## src/hw/rtl/assert_macros.svh

```systemverilog
// Assertion macros shared by the block average mapper RTL
`ifndef ASSERT_MACROS_SVH
`define ASSERT_MACROS_SVH
// Clocked property, switched off while reset is asserted
`define ASSERT_CLK(lbl, prop, msg) \
    lbl: assert property (@(posedge clk) disable iff (!rst_n) prop) else $error(msg);
// Same-cycle implication built on the clocked form
`define ASSERT_IMP(lbl, ante, cons, msg) \
    `ASSERT_CLK(lbl, (ante) |-> (cons), msg)
`endif

```

## src/hw/rtl/bam_pkg.sv

```systemverilog
// Types, constants and tables shared by the block average mapper
`default_nettype none
package bam_pkg;

    localparam int unsigned MAX_BLOCK   = 16;
    localparam int unsigned MAX_HEIGHT  = 4096;
    localparam int unsigned PIX_W       = 8;
    localparam int unsigned CHAR_W      = 8;
    localparam int unsigned IDX_W       = 12;
    localparam int unsigned BS_W        = 5;
    localparam int unsigned CIB_W       = 4;
    localparam int unsigned DIM_W       = 13;
    localparam int unsigned ROW_W       = 12;
    localparam int unsigned SUM_W       = 16;
    localparam int unsigned ACC_W       = 17;
    localparam int unsigned RECIP_W     = 28;
    localparam int unsigned RECIP_SHIFT = 27;
    localparam int unsigned PROD_W      = ACC_W + RECIP_W;
    localparam int unsigned AVG_W       = PROD_W - RECIP_SHIFT;
    localparam int unsigned RAMP_W      = 4;
    localparam int unsigned CFG_IDX_W   = 2;

    localparam logic [RAMP_W-1:0] RAMP_LAST  = 4'd11;
    localparam int unsigned       FULL_SCALE = 255;
    localparam int unsigned       RAMP_STEPS = 11;
    // floor(x/255) = ((x+1)*257) >> 16 for the small products seen here
    localparam int unsigned       DIV255_MUL = 257;
    localparam int unsigned       DIV255_SH  = 16;

    localparam logic [BS_W-1:0]  BLOCK_SIZE_RST   = 5'd8;
    localparam logic [DIM_W-1:0] IMAGE_WIDTH_RST  = 13'd640;
    localparam logic [DIM_W-1:0] IMAGE_HEIGHT_RST = 13'd480;

    typedef enum logic [CFG_IDX_W-1:0] {
        REG_BLOCK_SIZE   = 2'd0,
        REG_IMAGE_WIDTH  = 2'd1,
        REG_IMAGE_HEIGHT = 2'd2
    } cfg_reg_t;

    // Position of the current pixel as seen by the accumulator
    typedef struct packed {
        logic             in_store;
        logic             first;
        logic             last;
        logic             row_end;
        logic [IDX_W-1:0] col;
        logic [IDX_W-1:0] row;
    } bam_pos_t;

    // Block identity carried alongside the sum
    typedef struct packed {
        logic [IDX_W-1:0] col;
        logic [IDX_W-1:0] row;
        logic             row_end;
    } bam_meta_t;

    // ceil(2^27 / (b*b)): exact floor division of any 17-bit sum
    function automatic logic [RECIP_W-1:0] recip(input logic [BS_W-1:0] b);
        logic [RECIP_W-1:0] r;
        case (b)
            5'd2:    r = 28'd33554432;
            5'd3:    r = 28'd14913081;
            5'd4:    r = 28'd8388608;
            5'd5:    r = 28'd5368710;
            5'd6:    r = 28'd3728271;
            5'd7:    r = 28'd2739138;
            5'd8:    r = 28'd2097152;
            5'd9:    r = 28'd1657009;
            5'd10:   r = 28'd1342178;
            5'd11:   r = 28'd1109238;
            5'd12:   r = 28'd932068;
            5'd13:   r = 28'd794188;
            5'd14:   r = 28'd684785;
            5'd15:   r = 28'd596524;
            5'd16:   r = 28'd524288;
            default: r = 28'd134217728;
        endcase
        return r;
    endfunction

    function automatic logic [CHAR_W-1:0] ramp_char(input logic [RAMP_W-1:0] idx);
        logic [CHAR_W-1:0] c;
        case (idx)
            4'd0:    c = 8'h40; // @
            4'd1:    c = 8'h23; // #
            4'd2:    c = 8'h53; // S
            4'd3:    c = 8'h25; // %
            4'd4:    c = 8'h3F; // ?
            4'd5:    c = 8'h4F; // O
            4'd6:    c = 8'h2B; // +
            4'd7:    c = 8'h3B; // ;
            4'd8:    c = 8'h3A; // :
            4'd9:    c = 8'h2C; // ,
            4'd10:   c = 8'h2E; // .
            default: c = 8'h20; // space
        endcase
        return c;
    endfunction

endpackage
`default_nettype wire

```

## src/hw/rtl/bam_pos.sv

```systemverilog
// Configuration registers and raster position counters
`default_nettype none
module bam_pos #(
    parameter int unsigned MAX_WIDTH      = 4096,
    parameter int unsigned MAX_BLOCK_COLS = 4096
) (
    input  wire logic                           clk,
    input  wire logic                           rst_n,
    input  wire logic                           cfg_we,
    input  wire logic [bam_pkg::CFG_IDX_W-1:0]  cfg_index,
    input  wire logic [bam_pkg::DIM_W-1:0]      cfg_data,
    input  wire logic                           advance,
    output      bam_pkg::bam_pos_t              pos,
    output      logic [bam_pkg::BS_W-1:0]       blk
);

    localparam int unsigned W_W   = $clog2(MAX_WIDTH + 1);
    localparam int unsigned COL_W = $clog2(MAX_WIDTH);
    localparam int unsigned EW    = W_W + 1;
    localparam int unsigned HW    = bam_pkg::DIM_W + 1;
    localparam int unsigned BS_W  = bam_pkg::BS_W;
    localparam int unsigned CIB_W = bam_pkg::CIB_W;
    localparam int unsigned IDX_W = bam_pkg::IDX_W;
    localparam int unsigned DIM_W = bam_pkg::DIM_W;
    localparam int unsigned ROW_W = bam_pkg::ROW_W;

    logic [BS_W-1:0]  bs_reg,   bs_next;
    logic [DIM_W-1:0] iw_reg,   iw_next;
    logic [DIM_W-1:0] ih_reg,   ih_next;
    logic [COL_W-1:0] pcol_reg, pcol_next;
    logic [ROW_W-1:0] prow_reg, prow_next;
    logic [CIB_W-1:0] cib_reg,  cib_next;
    logic [CIB_W-1:0] rib_reg,  rib_next;
    logic [IDX_W-1:0] bcol_reg, bcol_next;
    logic [IDX_W-1:0] brow_reg, brow_next;

    logic [W_W-1:0]   w_clamp;
    logic [DIM_W-1:0] h_clamp;
    logic             fits_x;
    logic             fits_y;
    logic             col_wrap;
    logic             row_wrap;
    logic             cib_wrap;
    logic             rib_wrap;

    // Clamp configuration to legal ranges
    always_comb
    begin
        if (bs_reg == '0)
            blk = BS_W'(1);
        else if (32'(bs_reg) > bam_pkg::MAX_BLOCK)
            blk = BS_W'(bam_pkg::MAX_BLOCK);
        else
            blk = bs_reg;

        if (iw_reg == '0)
            w_clamp = W_W'(1);
        else if (32'(iw_reg) > MAX_WIDTH)
            w_clamp = W_W'(MAX_WIDTH);
        else
            w_clamp = W_W'(iw_reg);

        if (ih_reg == '0)
            h_clamp = DIM_W'(1);
        else if (32'(ih_reg) > bam_pkg::MAX_HEIGHT)
            h_clamp = DIM_W'(bam_pkg::MAX_HEIGHT);
        else
            h_clamp = ih_reg;
    end

    // A block counts only when its whole extent lies inside the image
    assign fits_x   = (EW'(pcol_reg) - EW'(cib_reg) + EW'(blk)) <= EW'(w_clamp);
    assign fits_y   = (HW'(prow_reg) - HW'(rib_reg) + HW'(blk)) <= HW'(h_clamp);
    assign col_wrap = (EW'(pcol_reg) + EW'(1)) >= EW'(w_clamp);
    assign row_wrap = (HW'(prow_reg) + HW'(1)) >= HW'(h_clamp);
    assign cib_wrap = (BS_W'(cib_reg) + BS_W'(1)) >= blk;
    assign rib_wrap = (BS_W'(rib_reg) + BS_W'(1)) >= blk;

    always_comb
    begin
        pos.in_store = fits_x && fits_y && (32'(bcol_reg) < MAX_BLOCK_COLS);
        pos.first    = (cib_reg == '0) && (rib_reg == '0);
        pos.last     = cib_wrap && rib_wrap;
        pos.row_end  = (EW'(pcol_reg) - EW'(cib_reg) + EW'({blk, 1'b0}))
                       > EW'(w_clamp);
        pos.col      = bcol_reg;
        pos.row      = brow_reg;
    end

    always_comb
    begin
        bs_next   = bs_reg;
        iw_next   = iw_reg;
        ih_next   = ih_reg;
        pcol_next = pcol_reg;
        prow_next = prow_reg;
        cib_next  = cib_reg;
        rib_next  = rib_reg;
        bcol_next = bcol_reg;
        brow_next = brow_reg;
        if (cfg_we)
        begin
            unique case (cfg_index)
                bam_pkg::REG_BLOCK_SIZE:   bs_next = cfg_data[BS_W-1:0];
                bam_pkg::REG_IMAGE_WIDTH:  iw_next = cfg_data;
                bam_pkg::REG_IMAGE_HEIGHT: ih_next = cfg_data;
                default:                   bs_next = bs_reg;
            endcase
            // A valid register write restarts the frame
            if (cfg_index == bam_pkg::REG_BLOCK_SIZE ||
                cfg_index == bam_pkg::REG_IMAGE_WIDTH ||
                cfg_index == bam_pkg::REG_IMAGE_HEIGHT)
            begin
                pcol_next = '0;
                prow_next = '0;
                cib_next  = '0;
                rib_next  = '0;
                bcol_next = '0;
                brow_next = '0;
            end
        end
        else if (advance)
        begin
            if (col_wrap)
            begin
                pcol_next = '0;
                cib_next  = '0;
                bcol_next = '0;
                if (row_wrap)
                begin
                    prow_next = '0;
                    rib_next  = '0;
                    brow_next = '0;
                end
                else
                begin
                    prow_next = prow_reg + ROW_W'(1);
                    if (rib_wrap)
                    begin
                        rib_next  = '0;
                        brow_next = brow_reg + IDX_W'(1);
                    end
                    else
                    begin
                        rib_next = rib_reg + CIB_W'(1);
                    end
                end
            end
            else
            begin
                pcol_next = pcol_reg + COL_W'(1);
                if (cib_wrap)
                begin
                    cib_next  = '0;
                    bcol_next = bcol_reg + IDX_W'(1);
                end
                else
                begin
                    cib_next = cib_reg + CIB_W'(1);
                end
            end
        end
    end

    always_ff @(posedge clk or negedge rst_n)
    begin
        if (!rst_n)
        begin
            bs_reg   <= bam_pkg::BLOCK_SIZE_RST;
            iw_reg   <= bam_pkg::IMAGE_WIDTH_RST;
            ih_reg   <= bam_pkg::IMAGE_HEIGHT_RST;
            pcol_reg <= '0;
            prow_reg <= '0;
            cib_reg  <= '0;
            rib_reg  <= '0;
            bcol_reg <= '0;
            brow_reg <= '0;
        end
        else
        begin
            bs_reg   <= bs_next;
            iw_reg   <= iw_next;
            ih_reg   <= ih_next;
            pcol_reg <= pcol_next;
            prow_reg <= prow_next;
            cib_reg  <= cib_next;
            rib_reg  <= rib_next;
            bcol_reg <= bcol_next;
            brow_reg <= brow_next;
        end
    end

endmodule
`default_nettype wire

```

## config.mk

```make
export PLATFORM = sky130hd
export DESIGN_NAME = bam_pos
export DESIGN_NICKNAME = d
export VERILOG_FILES = /design/src/hw/rtl/assert_macros.svh /design/src/hw/rtl/bam_pkg.sv /design/src/hw/rtl/bam_pos.sv
export SDC_FILE = /design/constraint.sdc
export NUM_CORES = 1
export LEC_CHECK = 0
export BUFFER_PORTS_ARGS = -buffer_cell sky130_fd_sc_hd__buf_2
export CORE_ASPECT_RATIO = 0.9
export CORE_MARGIN = 4
export CORE_UTILIZATION = 67
export CTS_CLUSTER_DIAMETER = 50
export CTS_CLUSTER_SIZE = 30
export DETAILED_ROUTE_END_ITERATION = 10
export PLACE_DENSITY = 0.92
export SYNTH_ARGS = -nofsm -noshare
export SYNTH_HDL_FRONTEND = slang
export SYNTH_SLANG_ARGS = --single-unit
export TNS_END_PERCENT = 5
```

## constraint.sdc

```tcl
create_clock -name clk -period 7.94 [get_ports clk]
set_input_delay 0.794 -clock clk [delete_from_list [all_inputs] [get_ports clk]]
set_output_delay 0.794 -clock clk [all_outputs]
set_load 0.1 [all_outputs]
```

* Yosys cells after proc, flatten, opt, wreduce, memory -nomap -nowiden
Cells that the tools add are included.
** Storage, ports and cells
- Latch bits :: 0
- Logic and storage cells :: 92
- Output and inout bits :: 33
- ROM bits :: 0
- Bits in writable memories :: 0
- Register bits :: 87
- Memories kept :: 0
- Bits of input ports :: 19
** Operators by class
- Order comparisons :: 10
- Equality and inequality tests :: 3
- Reduce and logical (&&, ||, !) cells :: 22
- Shift-type cells :: 0
- Multiply operators :: 0
- Bitwise operators :: 0
- Multiplexer cells :: 33
- $add $sub $neg :: 15
- Div/mod/pow operators :: 0
** Operator list (count)
- 2-to-1 mux 12 bit :: 17
- 2-to-1 mux 13 bit :: 4
- adder 12 x 1 -> 12 bit, second input constant :: 4
- 2-to-1 mux 4 bit :: 10
- less-or-equal comparator 14 x 13 -> 1 bit :: 2
- adder 12 x 1 -> 13 bit, second input constant :: 2
- greater-or-equal comparator 13 bit :: 2
- > comparator 13 bit, second input constant :: 2
- logical NOT 13 bit :: 2
- subtractor 12 x 4 -> 13 bit :: 2
- adder 13 x 6 -> 14 bit :: 1
- adder 13 x 7 -> 14 bit :: 1
- adder 14 x 5 -> 14 bit :: 1
- > comparator 14 x 13 -> 1 bit :: 1
- adder 4 x 1 -> 5 bit, second input constant :: 2
- greater-or-equal comparator 5 bit :: 2
- 2-to-1 mux 5 bit :: 2
- adder 4 x 1 -> 4 bit, second input constant :: 2
- logical NOT 4 bit :: 2
- AND reduction 2 bit :: 4
- AND reduction 3 bit :: 2
- nonzero test 3 bit :: 2
- > comparator 5 bit, second input constant :: 1
- logical NOT 5 bit :: 1
- other kinds (8) :: 12

* Longest topological paths before layout
- Word-level depth :: 9
- Gate-level depth with buffers :: 21

* Least setup slack after synthesis
Ideal clock, no wire load.
- Path kind :: register to output
- Start :: register bs_reg[1]
- End :: output port pos[27] (netlist name)
- Buffers on the path :: 0
- Setup slack :: 1041 ps
- Required time :: 7146 ps
- Arrival :: 6105 ps
- Cell stages (with the launch flop) :: 19
- Cell sequence :: dfrtp_1 > nor3_1 > nor2_1 > nor2_1 > ha_1 > a21o_1 > a21oi_1 > o21ai_0 > o31ai_1 > or3_1 > o32a_1 > xnor2_1 > ha_1 > a21o_1 > a21o_1 > a31oi_1 > a41oi_1 > a22o_1 > a221oi_2
** RTL lines
- start, declared :: RTL line bam_pos.sv:27 : logic [BS_W-1:0] bs_reg, bs_next;
- start signal, assigned :: RTL line bam_pos.sv:169 : bs_reg <= bam_pkg::BLOCK_SIZE_RST;
- start signal, assigned :: RTL line bam_pos.sv:181 : bs_reg <= bs_next;
- end, declared :: RTL line bam_pos.sv:13 : output bam_pkg::bam_pos_t pos,

==> impl_metrics.json <==
{
  "status": "complete, no violations",
  "grt.overflow.total": 0,
  "critPathRequiredTime_ns": 7.15,
  "cpPeakStageDelay_ns": 0.49,
  "worst-path-stages": 22,
  "clkTransAtPathRegs_ns": 0.07,
  "wl_per_cell_um": 18.4,
  "ys_ff_latch": 87,
  "nets": 1047,
  "grt_util_all_layers_pct": 30.4,
  "yosys_warnings": 0,
  "antenna_found_initial": 0,
  "core_sq_um": 11400,
  "cts-resized-gates": 0,
  "vias": 6851,
  "crit_chain": "inv_1 -> ha_1 -> fa_1 -> nor2b_1 -> o21a_1 -> nor2_1 -> xor2_1 -> ha_1 -> nand2_1 -> o21ai_0 -> o31ai_1 -> or3_1 -> o32a_1 -> xnor2_1 -> ha_1 -> a21o_1 -> a21o_1 -> a31oi_1 -> a41oi_1 -> a22o_1 -> a221oi_2 -> buf_2",
  "critPathKind": "reg2out",
  "cts_tree": "built",
  "numClockSinks": 87,
  "rsz0062_at_grt": "false",
  "hold_buffers": 0,
  "placedCellCount": 1062,
  "post_cts_buffers": 0,
  "irDropWorstVdd_mv": 0.258,
  "cp-start-kind": "flip-flop",
  "numCtsBuffers": 9,
  "max_freq_mhz": 151,
  "min_period_ns": 6.64,
  "die_w_um": 122,
  "ys_async_sr_fraction_pct": 100,
  "crit_buf_inv": 2,
  "drive_gt1_share_pct": 13.2,
  "min_period_over_period_pct": 83.6,
  "grt_pass1_vias": 6536,
  "clkLatencyLatePin_ns": 0.35,
  "finClkSkew_ns": 0.00996,
  "r2r_end": "rib_reg[0]$_DFFE_PN0P_",
  "crit_top_cell": "ha_1",
  "critical-path-top-delay-family": "compound AO/OA/AOI/OAI gates",
  "htreeDepth": 3,
  "yosysTopAreaCell": "dfrtp_1",
  "tns_ns": 0,
  "cts_buffer_depth": 2,
  "firstDrtPassIters": 7,
  "crit_slowest_cell": "buf_2",
  "hold_violations": 0,
  "grt_start_max_net_pins": 78,
  "p_per_area_nw_per_um2": 471,
  "hp-class": "in2async",
  "synth_top_cells_by_area": "dfrtp_1 26%, ha_1 17%, mux2_2 4.8%, nand2_1 4.7%, xnor2_1 4.3%",
  "finalPower_w": 0.00396,
  "drt_iter0_markers": 555,
  "synth_nets": 1014,
  "viasPerCell": 6.36,
  "initial_core_util_pct": 68.3,
  "num_rows": 37,
  "die_y_um": 110,
  "drv_slew": 0,
  "power.leakage_nw": 4.03,
  "rr_startpoint": "pcol_reg[1]$_DFFE_PN0P_",
  "cts_root_buf": "clkbuf_16",
  "reg2reg_depth": 13,
  "synth_flop_cell": "dfrtp_1",
  "place_hpwl_mm": 15.3,
  "synth.distinct_cells": 65,
  "synthesis.area_sq_um": 7780,
  "finalWirelength_mm": 19.9,
  "tightest_slew_ns": 1.01,
  "numPortBuffers": 51,
  "drv_cap": 0,
  "instances_no_fill": 1078,
  "syn_area_per_cell_sq_um": 8.80,
  "worstSetupEndpointType": "output pin",
  "synth_top_area_share_pct": 25.7,
  "cp.arrival_ns": 5.84,
  "setup_viol": 0,
  "dieArea_sq_um": 13400,
  "synth_edf_count": 0,
  "synthCells": 884,
  "gp_congestion": 0.942,
  "io_pins": 52,
  "drc": 0,
  "maxSlewHeadroom_pct": 32.7,
  "diodes": 0,
  "path_max_fanout": 7,
  "worst-r2r-setup-slack_ns": 3.49,
  "area_delta_synth_final_pct": 8.19,
  "ys_seq_area_share_pct": 28.1,
  "detail-route-antenna-nets": 0,
  "grt_pass1_wl_mm": 32.4
}
==> worst max path at each step <==
stage	start	slack, ns	endpoint
finish	prow_reg[0]$_DFFE_PN0P_	1.30	pos[27]
global route	prow_reg[0]$_DFFE_PN0P_	0.96	pos[27]
CTS	prow_reg[0]$_DFFE_PN0P_	1.34	pos[27]
detailed placement	prow_reg[0]$_DFFE_PN0P_	1.83	pos[27]
global placement	prow_reg[0]$_DFFE_PN0P_	2.04	pos[27]
floorplan	bs_reg[1]$_DFFE_PN0P_	1.04	pos[27]
==> layer usage <==
metal / global-route usage [%] / up-vias / share of wire, %
met5: 0 / - / 0
met4: 10.2 / 0 / 2.7
met3: 6.79 / 55 / 7.9
met2: 50.2 / 276 / 47
met1: 39.8 / 3240 / 42
li1: - / 3280 / -
==> cell type report <==
class / instances / area, sq um
Multi-Input combinational cell: 722 / 5290
Fill cell: 817 / 2970
Sequential cell: 87 / 2190
Timing Repair Buffer: 54 / 280
Clock buffer: 12 / 267
Tap cell: 156 / 195
Inverter: 43 / 161
Clock inverter: 4 / 35.0
==> cells by family (layout without fill, tap and decap cells) <==
kind of cell / count (synthesis) / count (layout) / synth area share (%)
xor gates and xnor gates: 69 / 69 / 7.96
muxes: 37 / 37 / 5.29
adders and majority gates: 111 / 111 / 18.3
AOI/OAI and AO/OA: 201 / 201 / 16.3
and+or+nand+nor: 304 / 304 / 20.2
buffers and inverters: 75 / 113 / 3.88
DFF: 87 / 87 / 28.1
==> synthesized netlist by cell type (8+ instances only) <==
cell / count
inv_1: 43
dfrtp_1: 80
mux2_2: 33
a22o_1: 8
nor2b_1: 10
xor2_1: 29
clkbuf_1: 20
ha_1: 106
o21ai_0: 56
xnor2_1: 38
nand3_1: 29
nand4_1: 8
nand2b_1: 15
a21o_1: 24
nand2_1: 97
nor3_1: 21
a21oi_1: 54
nor4_1: 16
and3_1: 18
or3_1: 19
o31ai_1: 13
nor2_1: 41
==> cells in the final DEF, fill, tap and decap left out, types with 33 or more instances in the layout <==
cell	Yosys	final
ha_1	106	106
nand2_1	97	97
buf_2	3	50
xnor2_1	38	38
nor2_1	41	41
mux2_2	33	33
a21oi_1	54	54
o21ai_0	56	56
dfrtp_1	80	80
inv_1	43	43
==> through the flow <==
stage	area [sq um]	hold WS [ns]	setup slack [ns]	utilization, %
after floorplan	7780	0.480	1.04	-
after global placement	8110	0.491	2.04	71.2
after detailed placement	8110	0.499	1.83	71.2
after CTS	8410	0.263	1.34	73.9
after global routing	8410	0.264	0.963	73.9
final	8410	0.264	1.30	73.9
==> power by group <==
group / total, W / internal (W) / switching [W]
logic: 0.00294 / 0.00113 / 0.00181
registers: 0.000589 / 0.000510 / 0.0000789
clock network: 0.000432 / 0.000242 / 0.000190
No activity file was read; power rests on OpenSTA's default activity.
