File: src/hw/rtl/assert_macros.svh
// Assertion macros shared by the block average mapper RTL
`ifndef ASSERT_MACROS_SVH
`define ASSERT_MACROS_SVH
// Clocked property, switched off while reset is asserted
`define ASSERT_CLK(lbl, prop, msg) \
    lbl: assert property (@(posedge clk) disable iff (!rst_n) prop) else $error(msg);
// Same-cycle implication built on the clocked form
`define ASSERT_IMP(lbl, ante, cons, msg) \
    `ASSERT_CLK(lbl, (ante) |-> (cons), msg)
`endif

File: src/hw/rtl/bam_pkg.sv
// Types, constants and tables shared by the block average mapper
`default_nettype none
package bam_pkg;

    localparam int unsigned MAX_BLOCK   = 16;
    localparam int unsigned MAX_HEIGHT  = 4096;
    localparam int unsigned PIX_W       = 8;
    localparam int unsigned CHAR_W      = 8;
    localparam int unsigned IDX_W       = 12;
    localparam int unsigned BS_W        = 5;
    localparam int unsigned CIB_W       = 4;
    localparam int unsigned DIM_W       = 13;
    localparam int unsigned ROW_W       = 12;
    localparam int unsigned SUM_W       = 16;
    localparam int unsigned ACC_W       = 17;
    localparam int unsigned RECIP_W     = 28;
    localparam int unsigned RECIP_SHIFT = 27;
    localparam int unsigned PROD_W      = ACC_W + RECIP_W;
    localparam int unsigned AVG_W       = PROD_W - RECIP_SHIFT;
    localparam int unsigned RAMP_W      = 4;
    localparam int unsigned CFG_IDX_W   = 2;

    localparam logic [RAMP_W-1:0] RAMP_LAST  = 4'd11;
    localparam int unsigned       FULL_SCALE = 255;
    localparam int unsigned       RAMP_STEPS = 11;
    // floor(x/255) = ((x+1)*257) >> 16 for the small products seen here
    localparam int unsigned       DIV255_MUL = 257;
    localparam int unsigned       DIV255_SH  = 16;

    localparam logic [BS_W-1:0]  BLOCK_SIZE_RST   = 5'd8;
    localparam logic [DIM_W-1:0] IMAGE_WIDTH_RST  = 13'd640;
    localparam logic [DIM_W-1:0] IMAGE_HEIGHT_RST = 13'd480;

    typedef enum logic [CFG_IDX_W-1:0] {
        REG_BLOCK_SIZE   = 2'd0,
        REG_IMAGE_WIDTH  = 2'd1,
        REG_IMAGE_HEIGHT = 2'd2
    } cfg_reg_t;

    // Position of the current pixel as seen by the accumulator
    typedef struct packed {
        logic             in_store;
        logic             first;
        logic             last;
        logic             row_end;
        logic [IDX_W-1:0] col;
        logic [IDX_W-1:0] row;
    } bam_pos_t;

    // Block identity carried alongside the sum
    typedef struct packed {
        logic [IDX_W-1:0] col;
        logic [IDX_W-1:0] row;
        logic             row_end;
    } bam_meta_t;

    // ceil(2^27 / (b*b)): exact floor division of any 17-bit sum
    function automatic logic [RECIP_W-1:0] recip(input logic [BS_W-1:0] b);
        logic [RECIP_W-1:0] r;
        case (b)
            5'd2:    r = 28'd33554432;
            5'd3:    r = 28'd14913081;
            5'd4:    r = 28'd8388608;
            5'd5:    r = 28'd5368710;
            5'd6:    r = 28'd3728271;
            5'd7:    r = 28'd2739138;
            5'd8:    r = 28'd2097152;
            5'd9:    r = 28'd1657009;
            5'd10:   r = 28'd1342178;
            5'd11:   r = 28'd1109238;
            5'd12:   r = 28'd932068;
            5'd13:   r = 28'd794188;
            5'd14:   r = 28'd684785;
            5'd15:   r = 28'd596524;
            5'd16:   r = 28'd524288;
            default: r = 28'd134217728;
        endcase
        return r;
    endfunction

    function automatic logic [CHAR_W-1:0] ramp_char(input logic [RAMP_W-1:0] idx);
        logic [CHAR_W-1:0] c;
        case (idx)
            4'd0:    c = 8'h40; // @
            4'd1:    c = 8'h23; // #
            4'd2:    c = 8'h53; // S
            4'd3:    c = 8'h25; // %
            4'd4:    c = 8'h3F; // ?
            4'd5:    c = 8'h4F; // O
            4'd6:    c = 8'h2B; // +
            4'd7:    c = 8'h3B; // ;
            4'd8:    c = 8'h3A; // :
            4'd9:    c = 8'h2C; // ,
            4'd10:   c = 8'h2E; // .
            default: c = 8'h20; // space
        endcase
        return c;
    endfunction

endpackage
`default_nettype wire

File: src/hw/rtl/bam_map.sv
// Block sum to ramp character: reciprocal multiply, scale and table lookup
`default_nettype none
`include "assert_macros.svh"
module bam_map (
    input  wire logic                          clk,
    input  wire logic                          rst_n,
    input  wire logic                          in_valid,
    output      logic                          in_ready,
    input  wire logic [bam_pkg::ACC_W-1:0]     in_sum,
    input  wire bam_pkg::bam_meta_t            in_meta,
    input  wire logic [bam_pkg::BS_W-1:0]      blk,
    output      logic                          out_valid,
    input  wire logic                          out_ready,
    output      logic [bam_pkg::CHAR_W-1:0]    out_char,
    output      bam_pkg::bam_meta_t            out_meta
);

    localparam int unsigned ACC_W  = bam_pkg::ACC_W;
    localparam int unsigned PROD_W = bam_pkg::PROD_W;
    localparam int unsigned AVG_W  = bam_pkg::AVG_W;
    localparam int unsigned X_W    = 13;
    localparam int unsigned Q_W    = 21;

    logic                          s_valid_reg, s_valid_next;
    logic                          p_valid_reg, p_valid_next;
    logic                          o_valid_reg, o_valid_next;
    logic [bam_pkg::RECIP_W-1:0]   recip_reg;
    logic [ACC_W-1:0]              s_sum_reg;
    bam_pkg::bam_meta_t            s_meta_reg;
    logic [PROD_W-1:0]             p_prod_reg;
    bam_pkg::bam_meta_t            p_meta_reg;
    logic [bam_pkg::CHAR_W-1:0]    o_char_reg;
    bam_pkg::bam_meta_t            o_meta_reg;

    logic                          o_adv;
    logic                          p_adv;
    logic                          s_adv;
    logic [AVG_W-1:0]              avg;
    logic [X_W-1:0]                x_plus;
    logic [Q_W-1:0]                q_full;
    logic [bam_pkg::RAMP_W-1:0]    idx;

    assign o_adv    = !o_valid_reg || out_ready;
    assign p_adv    = !p_valid_reg || o_adv;
    assign s_adv    = !s_valid_reg || p_adv;
    assign in_ready = s_adv;

    // avg = floor(sum / (b*b)), then idx = avg*11/255 capped at the last entry
    assign avg    = p_prod_reg[PROD_W-1:bam_pkg::RECIP_SHIFT];
    assign x_plus = X_W'(avg[7:0]) * X_W'(bam_pkg::RAMP_STEPS) + X_W'(1);
    assign q_full = Q_W'(x_plus) * Q_W'(bam_pkg::DIV255_MUL);

    always_comb
    begin
        if (avg >= AVG_W'(bam_pkg::FULL_SCALE))
            idx = bam_pkg::RAMP_LAST;
        else
            idx = q_full[bam_pkg::DIV255_SH +: bam_pkg::RAMP_W];
    end

    always_comb
    begin
        s_valid_next = s_adv ? in_valid    : s_valid_reg;
        p_valid_next = p_adv ? s_valid_reg : p_valid_reg;
        o_valid_next = o_adv ? p_valid_reg : o_valid_reg;
    end

    always_ff @(posedge clk or negedge rst_n)
    begin
        if (!rst_n)
        begin
            s_valid_reg <= 1'b0;
            p_valid_reg <= 1'b0;
            o_valid_reg <= 1'b0;
        end
        else
        begin
            s_valid_reg <= s_valid_next;
            p_valid_reg <= p_valid_next;
            o_valid_reg <= o_valid_next;
        end
    end

    always_ff @(posedge clk)
    begin
        recip_reg <= bam_pkg::recip(blk);
        if (s_adv && in_valid)
        begin
            s_sum_reg  <= in_sum;
            s_meta_reg <= in_meta;
        end
        if (p_adv && s_valid_reg)
        begin
            p_prod_reg <= PROD_W'(s_sum_reg) * PROD_W'(recip_reg);
            p_meta_reg <= s_meta_reg;
        end
        if (o_adv && p_valid_reg)
        begin
            o_char_reg <= bam_pkg::ramp_char(idx);
            o_meta_reg <= p_meta_reg;
        end
    end

    assign out_valid = o_valid_reg;
    assign out_char  = o_char_reg;
    assign out_meta  = o_meta_reg;

    `ASSERT_CLK(a_full_scale_char, (p_valid_reg && o_adv && avg >= AVG_W'(bam_pkg::FULL_SCALE)) |=> (o_char_reg == bam_pkg::ramp_char(bam_pkg::RAMP_LAST)), "full scale block did not map to the last ramp entry")
    `ASSERT_IMP(a_stall_needs_full_chain, !in_ready, (s_valid_reg && p_valid_reg && o_valid_reg), "mapper refused a request with a free stage")

endmodule
`default_nettype wire
File: config.mk
export PLATFORM = sky130hd
export DESIGN_NAME = bam_map
export DESIGN_NICKNAME = d
export VERILOG_FILES = /design/src/hw/rtl/bam_pkg.sv /design/src/hw/rtl/bam_map.sv
export VERILOG_INCLUDE_DIRS = /design/src /design/src/hw/rtl
export SDC_FILE = /design/constraint.sdc
export NUM_CORES = 1
export LEC_CHECK = 0
export ABC_CLOCK_PERIOD_IN_PS = 6800
export BUFFER_PORTS_ARGS = -buffer_cell sky130_fd_sc_hd__buf_2
export CAP_MARGIN = 5
export CORE_ASPECT_RATIO = 1.1
export CORE_UTILIZATION = 49
export DETAILED_ROUTE_END_ITERATION = 10
export PLACE_DENSITY = 0.66
export SLEW_MARGIN = 20
export SYNTH_ARGS = -nofsm -noshare
export SYNTH_HDL_FRONTEND = slang
export SYNTH_SLANG_ARGS = --single-unit
File: constraint.sdc
create_clock -name clk -period 6.8 [get_ports clk]
set_input_delay 0.68 -clock clk [delete_from_list [all_inputs] [get_ports clk]]
set_output_delay 0.68 -clock clk [all_outputs]
set_load 0.03 [all_outputs]
After elaboration in Yosys (flattened, before gate mapping)
Memory sizes are Yosys's and may differ from the RTL's. A register that Yosys moved wholly into a read port is not among the register bits. Index checks and enable logic that the tools add are counted.

Memories kept: 2. Register bits after elaboration: 176. Bits in read-only memories: 944. Latch bits: 0. Logic and storage cells: 33. Output and inout bits: 35. Input port bits: 51. Memory bits (writable): 0.

Memory list: (no name shown) (words 32, width 26, read ports 1, clocked after Yosys merged registers in 1, write ports 0, line bam_pkg.sv:60) `case (b)`; (no name shown) (words 16, width 7, read ports 1, clocked after Yosys merged registers in 1, write ports 0, line bam_pkg.sv:83) `case (idx)`.

Div/mod/pow operators: 0. Magnitude comparators: 1. Mux-type cells: 1. $add $sub $neg: 1. Eq/ne operators: 0. Multiply operators: 3. Reductions and logical operators: 9. Shift operators: 0. Bitwise operators: 0.

Operators with widths (number): $mul 17x28->45 (1); $mul 13x9->20 const B (1); $ge 18x8->1 const B (1); $add 12x1->13 const B (1); $mul 8x4->12 const B (1); $mux 4 (1); $logic_and 1x1->1 (3); $logic_not 1->1 (3); $logic_or 1x1->1 (3).

Depth between registers and ports, before layout
Gate-level depths: netlist (run 1).

Word-level depth: 5. Gate-level depth with buffers: 27. Mapped depth without buffers: 26.

Worst setup path after synthesis (run 1)
OpenSTA, ideal clock, no wires.

Path kind: register to register. From: register s_sum_reg[8]. To: register p_prod_reg[44] (data pin). Clock period less this slack: 6.169 ns. Path buffers: 2. Setup slack: 0.631 ns. Data required time: 6.540 ns. Setup time: 0.260 ns. Arrival: 5.909 ns. Cell stages (with the launch flop): 23. Cells stage by stage: edfxtp_1 > clkbuf_1 > clkbuf_1 > nand2_1 > fa_1 > fa_1 > fa_1 > inv_1 > fa_1 > fa_1 > inv_1 > fa_1 > inv_1 > ha_1 > a211oi_1 > nor2_1 > a211o_1 > a22o_1 > a211oi_2 > o21ai_1 > a21o_1 > a21oi_1 > xnor2_1.

Word-level cells in the longest chain between the ends: 1.

RTL lines: from (decl) (line bam_map.sv:28) `logic [ACC_W-1:0] s_sum_reg;`; from (signal assigned) (line bam_map.sv:89) `s_sum_reg <= in_sum;`; $mul 17x28->45 (line bam_map.sv:94) `p_prod_reg <= PROD_W'(s_sum_reg) * PROD_W'(recip_reg);`; to (signal assigned) (line bam_map.sv:94); to (decl) (line bam_map.sv:30) `logic [PROD_W-1:0] p_prod_reg;`.

No other way between the ends. A chain may end at the register's enable or synchronous reset.

Worst setup path after layout (run 1)
From: register recip_reg[4] (netlist bit). To: register p_prod_reg[38] (data pin).

Word-level cells in the longest chain between the ends: 1.

RTL lines: from (decl) (line bam_map.sv:27) `logic [bam_pkg::RECIP_W-1:0] recip_reg;`; $mul 17x28->45 (line bam_map.sv:94).

No other way between the ends.

==> Implementation_results.wiki, run 1 <==
{| class="wikitable"
! Metric !! Value
|-
| Fraction of power consumed by the clock network || 0.134
|-
| Worst max-slew margin expressed relative to the limit || 0.252
|-
| Number of antenna-violating nets in the routed design || 0
|-
| Wirelength per Cell || 17.2 um
|-
| Top cell type by total area after synthesis || sky130_fd_sc_hd__fa_1
|-
| Proportion of netlist area held by the largest area contributor || 0.364
|-
| Via density per instance || 5.23
|-
| Worst endpoint required time || 6990 ps
|-
| Starting Density || 0.502
|-
| Number of sinks driven by the clock tree || 146
|-
| Reg clk slew, reported paths || 70 ps
|-
| Pin slew with the least headroom to its limit || 1120 ps
|-
| Layout cells sized above 1 || 0.100
|-
| Gate Count Post-Synth || 2003
|-
| Met1 layer usage reported by global route || 0.313
|-
| Total Routed Length || 45100 um
|-
| Final number of max-transition violations || 0
|-
| Cell seen most often among critical-path stages || sky130_fd_sc_hd__fa_1
|-
| Layout overhead on the synthesized area || 10.1%
|-
| Busiest layer in global routing || met2
|-
| Maximum buffer depth of the clock tree || 2
|-
| Average size of a mapped cell || 9.89 sq um
|-
| Clk Latency, worst-skew pair || 440 ps
|-
| Total gr overflow || 0
|-
| Clk_skew || 13.8 ps
|-
| Distinct cell type count after synthesis || 67
|-
| Global-route wire length before repair || 73900 um
|-
| Critical path cell sequence || nand2_1 -> fa_1 -> inv_1 -> fa_1 -> fa_1 -> fa_1 -> fa_1 -> inv_1 -> fa_1 -> inv_1 -> ha_1 -> nand3_1 -> nor4_1 -> nand4_1 -> nand3_1 -> a211oi_2 -> buf_4 -> o21ai_0 -> a21oi_1 -> xnor2_1
|-
| Global router's overall resource usage || 0.230
|-
| Number of detailed-routing iterations run before antenna repair || 5
|-
| Post-synthesis sequential area ratio || 0.208
|-
| Floorplan Core Area || 39500 sq um
|-
| Worst Path Class, Setup || register to register
|-
| Final setup viols || 0
|-
| Fraction of power consumed by combinational cells || 0.688
|-
| Via count of the first global-routing pass || 14600
|-
| Pwr/cell area || 313 nW/um^2
|-
| Leakage power total || 10.7 nW
|-
| Iter 0 DRT Violations || 800
|-
| Largest net degree at the start of global routing || 44
|-
| Yosys warnings || 0
|-
| Number of nets in the layout || 2683
|-
| Number of design rule violations left after detail routing || 0
|-
| Cell internal pwr || 0.00352 W
|-
| Share of power burned in registers || 0.178
|-
| Final Hold Violating Endpoints || 0
|-
| Syn Nets || 2588
|-
| Top FF cell, synth || sky130_fd_sc_hd__edfxtp_1
|-
| ANT cells || 0
|-
| Category of the worst setup path capture point || register
|-
| Status || complete, no violations
|-
| Met2 Use GR || 0.394
|-
| CTS buffer count || 17
|-
| Largest fanout on the critical path || 17
|-
| Data arrival at the endpoint of the critical path || 6650 ps
|-
| Pwr Total || 0.00682 W
|-
| X dimension of the die || 194 um
|-
| Fraction of power spent switching nets || 0.484
|-
| Critical path's slowest cell || sky130_fd_sc_hd__dfxtp_1
|-
| Max Freq || 0.155 GHz
|-
| Total die area || 41200 sq um
|-
| Post-detail-place hpwl || 35600 um
|-
| Met3 GRT Util || 0.0246
|-
| Number of cell rows || 76
|-
| Number of max-cap violations || 0
|-
| Total number of vias || 13700
|-
| Mapped cell area || 19800 sq um
|-
| TritonCTS clock tree || done
|-
| Worst-case vdd ir drop || 0.449 mV
|-
| Most area-consuming cells after synthesis || sky130_fd_sc_hd__fa_1 36%, sky130_fd_sc_hd__edfxtp_1 18%, sky130_fd_sc_hd__ha_1 11%, sky130_fd_sc_hd__inv_1 8.9%, sky130_fd_sc_hd__and2_1 6.7%
|-
| Total negative slack || 0 ps
|-
| Final critical delay including setup and external delays || 6470 ps
|-
| Count of H-tree levels built during CTS || 4
|-
| Cell at the root of the clock tree || sky130_fd_sc_hd__clkbuf_16
|-
| Vertical extent of the die || 213 um
|-
| Weighted congestion reported at the end of routability-driven placement || 0.869
|-
| Nature of the critical path startpoint || register
|-
| Antenna violations before repair || 0
|-
| Async set or reset register ratio after synthesis || 0.0205
|-
| EDFF count, synth || 117
|-
| Part of the cycle the worst path needs || 0.951
|-
| Maximum single-stage delay on the critical path || 840 ps
|-
| Hold/Removal Path Class || input pin to asynchronous set/reset pin
|-
| Synthesis-stage register bit count || 146
|-
| Total I/O pin count || 86
|-
| Flip-flop count of the largest register after layout || 26
|-
| Port Buffers || 84
|-
| Worst hold slack after final layout || 35.2 ps
|-
| Psw || 0.00330 W
|}
-- cell type report --
| class | count | area (sq um) |
|---|---|---|
| Inverter | 472 | 1770 |
| Multi-Input combinational cell | 1309 | 13600 |
| Clock inverter | 15 | 148 |
| Fill cell | 3428 | 17700 |
| Tap cell | 507 | 634 |
| Clock buffer | 17 | 425 |
| Sequential cell | 146 | 4120 |
| Timing Repair Buffer | 152 | 1060 |
-- cells in the mapped netlist (14+ instances only) --
master                     count
sky130_fd_sc_hd__o21ai_0      27
sky130_fd_sc_hd__and2_1      211
sky130_fd_sc_hd__dfxtp_1      26
sky130_fd_sc_hd__clkbuf_1     74
sky130_fd_sc_hd__nor2_1       32
sky130_fd_sc_hd__edfxtp_1    117
sky130_fd_sc_hd__a21oi_1      55
sky130_fd_sc_hd__fa_1        360
sky130_fd_sc_hd__inv_1       472
sky130_fd_sc_hd__nand2_1     268
sky130_fd_sc_hd__xnor2_1      14
sky130_fd_sc_hd__ha_1        174
sky130_fd_sc_hd__nand3_1      19
-- through the flow --
stage / area [sq um] / std cells / utilization / worst slack [ps]
5_1_grt: 21800 / 2618 / 0.552 / -13.0
3_5_place_dp: 21000 / 2567 / 0.531 / 210
2_1_floorplan: 19800 / 2003 / - / 631
3_3_place_gp: 21000 / 2567 / 0.531 / 286
4_1_cts: 21500 / 2599 / 0.546 / 180
6_report: 21800 / 2618 / 0.552 / 334
-- worst paths after layout --
kind	slack, ps	cells past startpoint	end	from
max	330	20	p_prod_reg[38]	recip_reg[4]
min in group clk	410	1	s_meta_reg[12]	in_meta[12]
max in group asynchronous	6660	1	out_valid	rst_n
min	40	1	s_valid_reg	rst_n
max reg2reg	330	20	p_prod_reg[38]	recip_reg[4]
min reg2reg	420	0	out_meta[22]	p_meta_reg[22]
-- placed cells by master (no fill, tap or decap), types with 10 or more instances in the layout --
master	n
sky130_fd_sc_hd__buf_2	84
sky130_fd_sc_hd__nor3_1	10
sky130_fd_sc_hd__nand2_1	268
sky130_fd_sc_hd__nor2_1	32
sky130_fd_sc_hd__xnor2_1	14
sky130_fd_sc_hd__nand3_1	19
sky130_fd_sc_hd__and2_1	209
sky130_fd_sc_hd__a21o_1	12
sky130_fd_sc_hd__inv_1	472
sky130_fd_sc_hd__edfxtp_1	117
sky130_fd_sc_hd__and3_1	12
sky130_fd_sc_hd__dfxtp_1	17
sky130_fd_sc_hd__a21oi_1	55
sky130_fd_sc_hd__buf_12	10
sky130_fd_sc_hd__nor2b_1	10
sky130_fd_sc_hd__clkbuf_16	17
sky130_fd_sc_hd__fa_1	360
sky130_fd_sc_hd__o21ai_0	27
sky130_fd_sc_hd__o21a_1	11
sky130_fd_sc_hd__ha_1	174
sky130_fd_sc_hd__buf_4	57
-- worst max-delay path, delay by kind of cell (launching register included) --
kind	cells	cell delay (ps)
flops	1	840
xor+xnor	1	140
compound gates	3	520
fa+ha+maj	7	3310
simple gates	5	1080
buf+inv	4	320
-- metal layers --
layer | part of all wire | up-vias
met5 | 0 | -
met4 | 0.021 | 0
met2 | 0.48 | 401
met3 | 0.047 | 76
li1 | - | 6263
met1 | 0.45 | 6953
-- power by group through the flow --
stage / clock network (W) / logic (W) / registers (W)
after floorplan: 0 / 0.00358 / 0.00122
after global placement: 0 / 0.00447 / 0.00124
after detailed placement: 0 / 0.00461 / 0.00124
after CTS: 0.000941 / 0.00468 / 0.00123
after global routing: 0.000975 / 0.00535 / 0.00122
final: 0.000918 / 0.00470 / 0.00121
-- timing repair --
item / CTS / global route
hold buffers: 0 / 0
setup buffers: 0 / 19
endpoints found under the hold margin: 0 / 0
endpoints found under the setup margin: 0 / 8
gates resized for setup: 0 / 9
-- cell families (layout without fill, tap and decap cells) --
logic type | after synthesis | in the layout | share of synthesized area
muxes | 3 | 3 | 0.00164
other | 1 | 1 | 0.000189
xor gates and xnor gates | 23 | 23 | 0.0115
DFF | 146 | 146 | 0.208
AOI/OAI and AO/OA | 158 | 158 | 0.0526
adders and majority gates | 534 | 534 | 0.474
and+or+nand+nor | 590 | 590 | 0.148
buffers and inverters | 548 | 656 | 0.104
No activity file was read; power rests on OpenSTA's default activity.
==> inputs of run 2 (changes only) <==
CORE_ASPECT_RATIO = 1.4   (was 1.1)
==> run 2 against run 1 <==
Compared with the run above: sequential power hardly changed; hold slack improved by 1.0 ps; final area decreased by 0.14%; die area hardly changed; cell count grew 0.46%; largest cell class unchanged; largest power group unchanged; highest routed layer unchanged.
==> Implementation_results.wiki, run 2 (synthesized netlist as in run 1, its figures left out) <==
{| class="wikitable"
! Metric !! Value
|-
| Status || complete, no violations
|-
| Final number of max-transition violations || 0 (unchanged)
|-
| CTS buffer count || 17 (unchanged)
|-
| Final Hold Violating Endpoints || 0 (unchanged)
|-
| Maximum buffer depth of the clock tree || 2 (unchanged)
|-
| Final critical delay including setup and external delays || 6490 ps (+23.5 ps)
|-
| Total Routed Length || 45100 um (about the same)
|-
| Post-detail-place hpwl || 35700 um (+0.49%)
|-
| Number of sinks driven by the clock tree || 146 (unchanged)
|-
| Worst Path Class, Setup || register to register
|-
| # hold bufs at CTS || 0 (unchanged)
|-
| Total die area || 41200 sq um (about the same)
|-
| Antenna violations before repair || 2 (+2)
|-
| Clk_skew || 9.56 ps (-4.29 ps)
|-
| Fill cell total of the finished layout || 3539 (+3.2%)
|-
| Starting Density || 0.500 (-0.00171)
|-
| Part of the cycle the worst path needs || 0.954 (+0.00345)
|-
| Port Buffers || 84 (unchanged)
|-
| Total I/O pin count || 86 (unchanged)
|-
| TritonCTS clock tree || done
|-
| Layout cells sized above 1 || 0.0938 (-0.00666)
|-
| Critical Path Sink || p_prod_reg[44]
|-
| Final cell area excluding filler cells || 21800 sq um (-0.14%)
|-
| Total gr overflow || 0 (unchanged)
|-
| Via count of the first global-routing pass || 14900 (+2.3%)
|-
| Hold/Removal Path Class || input pin to asynchronous set/reset pin
|-
| Capture point of the worst reg-to-reg path || p_prod_reg[44]
|-
| Flip-flop count of the largest register after layout || 26 (unchanged)
|-
| Cell at the root of the clock tree || sky130_fd_sc_hd__clkbuf_16
|-
| Pwr Total || 0.00681 W (-0.22%)
|-
| Leakage power total || 10.7 nW (-0.44%)
|-
| Worst max-slew margin expressed relative to the limit || 0.350 (+0.0977)
|-
| Total negative slack || 0 ps (unchanged)
|-
| Wirelength per Cell || 17.2 um (-0.54%)
|-
| Largest net degree at the start of global routing || 44 (unchanged)
|-
| Number of cell rows || 86 (+13%)
|-
| Data arrival at the endpoint of the critical path || 6680 ps (+30 ps)
|-
| Number of antenna-violating nets in the routed design || 0 (unchanged)
|-
| Worst-case vdd ir drop || 0.266 mV (-41%)
|-
| Number of nets in the layout || 2673 (-0.37%)
|-
| Largest fanout on the critical path || 17 (unchanged)
|-
| Iter 0 DRT Violations || 708 (-12%)
|-
| Global router's overall resource usage || 0.236 (+0.00581)
|-
| RSZ-0062 raised after global routing || no
|-
| Via density per instance || 5.18 (-0.87%)
|-
| Pin slew with the least headroom to its limit || 975 ps (-147 ps)
|-
| Worst hold slack after final layout || 36.2 ps (+1.04 ps)
|-
| Vertical extent of the die || 240 um (+13%)
|-
| Layout overhead on the synthesized area || 9.90%
|-
| Category of the worst setup path capture point || register
|-
| Nature of the critical path startpoint || register
|-
| Number of design rule violations left after detail routing || 0 (unchanged)
|-
| Number of detailed-routing iterations run before antenna repair || 4 (-1)
|-
| Worst endpoint required time || 6990 ps (about the same)
|-
| Placed cell areas || 21000 sq um (about the same)
|-
| Max Freq || 0.154 GHz (-0.36%)
|-
| Weighted congestion reported at the end of routability-driven placement || 0.870 (about the same)
|-
| Top library cells by usage in the layout, fill and taps aside || 472 x sky130_fd_sc_hd__inv_1, 360 x sky130_fd_sc_hd__fa_1, 268 x sky130_fd_sc_hd__nand2_1, 209 x sky130_fd_sc_hd__and2_1, 174 x sky130_fd_sc_hd__ha_1
|-
| X dimension of the die || 172 um (-11%)
|-
| Final setup viols || 0 (unchanged)
|-
| Startpoint of the most critical register-to-register path || recip_reg[2]
|-
| Global-route wire length before repair || 74800 um (+1.1%)
|-
| Number of max-cap violations || 0 (unchanged)
|-
| Worst setup path startpoint || recip_reg[2]
|-
| Share of the core filled with cells || 0.550 (-0.00267)
|-
| Worst r2r path cells || 20 (unchanged)
|-
| Floorplan Core Area || 39600 sq um (+0.34%)
|-
| Total number of vias || 13600 (-0.42%)
|-
| Pwr/cell area || 313 nW/um^2 (about the same)
|-
| Reg clk slew, reported paths || 70 ps (about the same)
|-
| Most common library cell in the layout ignoring fill and taps || sky130_fd_sc_hd__inv_1
|-
| Clk Latency, worst-skew pair || 440 ps (about the same)
|-
| Setup slack, reg-to-reg || 310 ps (-20 ps)
|-
| Count of H-tree levels built during CTS || 4 (unchanged)
|}
run 2: changes by cell type in the layout (fill, tap and decap cells not counted):
cell and change:
sky130_fd_sc_hd__inv_6 -1, sky130_fd_sc_hd__clkinv_8 +4, sky130_fd_sc_hd__diode_2 +1, sky130_fd_sc_hd__buf_12 -1, sky130_fd_sc_hd__dfxtp_2 -5, sky130_fd_sc_hd__clkinv_4 -1, sky130_fd_sc_hd__buf_6 -1, sky130_fd_sc_hd__dfxtp_1 +5
sky130_fd_sc_hd__buf_4 -8, sky130_fd_sc_hd__clkinv_2 -2
run 2: worst max-delay path: stages, from the launching register on:
cell and delay, ps:
sky130_fd_sc_hd__dfxtp_1 870, sky130_fd_sc_hd__nand2_1 180, sky130_fd_sc_hd__fa_1 550, sky130_fd_sc_hd__fa_1 500
sky130_fd_sc_hd__inv_1 50, sky130_fd_sc_hd__fa_1 500, sky130_fd_sc_hd__fa_1 430, sky130_fd_sc_hd__fa_1 500
sky130_fd_sc_hd__inv_1 60, sky130_fd_sc_hd__fa_1 470, sky130_fd_sc_hd__inv_1 40, sky130_fd_sc_hd__ha_1 300
sky130_fd_sc_hd__a21oi_1 190, sky130_fd_sc_hd__o21ai_0 120, sky130_fd_sc_hd__a221oi_1 260, sky130_fd_sc_hd__nand3_1 250
sky130_fd_sc_hd__a211oi_2 330, sky130_fd_sc_hd__o21ai_1 150, sky130_fd_sc_hd__a21o_1 220, sky130_fd_sc_hd__a21oi_1 180
sky130_fd_sc_hd__xnor2_1 70
run 2: layer usage:
metal	routed length, um	vias up	track usage	share of wire
met2	24200	343	0.431	0.54
met5	0	-	0	0
met4	838	0	0.0708	0.019
met3	1880	67	0.0277	0.042
li1	-	6237	-	-
met1	18200	6989	0.288	0.40
run 2: worst min-delay path by stage:
stage | to | slack [ps] | depth (start not counted)
after floorplan | out_valid | 380 | 0
after global placement | p_meta_reg[5] | 400 | 0
after detailed placement | out_meta[10] | 400 | 0
after CTS | s_valid_reg | 30 | 1
after global routing | s_valid_reg | 30 | 1
final | s_valid_reg | 40 | 1
run 2: final cells by class:
| type | instances | area, sq um | area share |
|---|---|---|---|
| repair buffers | 142 | 968 | 0.0445 |
| inverters | 472 | 1770 | 0.0814 |
| multi-input cells | 1309 | 13600 | 0.627 |
| clock buffers | 17 | 425 | 0.0195 |
| diodes | 1 | 2.50 | 0.000115 |
| flip-flops and latches | 146 | 4110 | 0.189 |
| clock inverters | 15 | 185 | 0.00851 |
| well taps | 528 | 661 | 0.0304 |
run 2: repair_timing:
item                                    4_1_cts  5_1_grt
endpoints found under the setup margin        0        9
buffers inserted                              0       12
gates resized for setup                       0        4
run 2: metrics by stage:
stage                     setup WS (ps)  cells
after floorplan                     631   2003
after global placement              297   2585
after detailed placement            251   2585
after CTS                           207   2617
after global routing               7.73   2629
final                               310   2630
run 2: power by group:
part / internal, W / leakage (nW) / switching, W
Combinational: 0.00190 / 8.99 / 0.00277
Clock: 0.000498 / 0.293 / 0.000456
Sequential: 0.00112 / 1.38 / 0.0000793
Total: 0.00351 / 10.7 / 0.00330
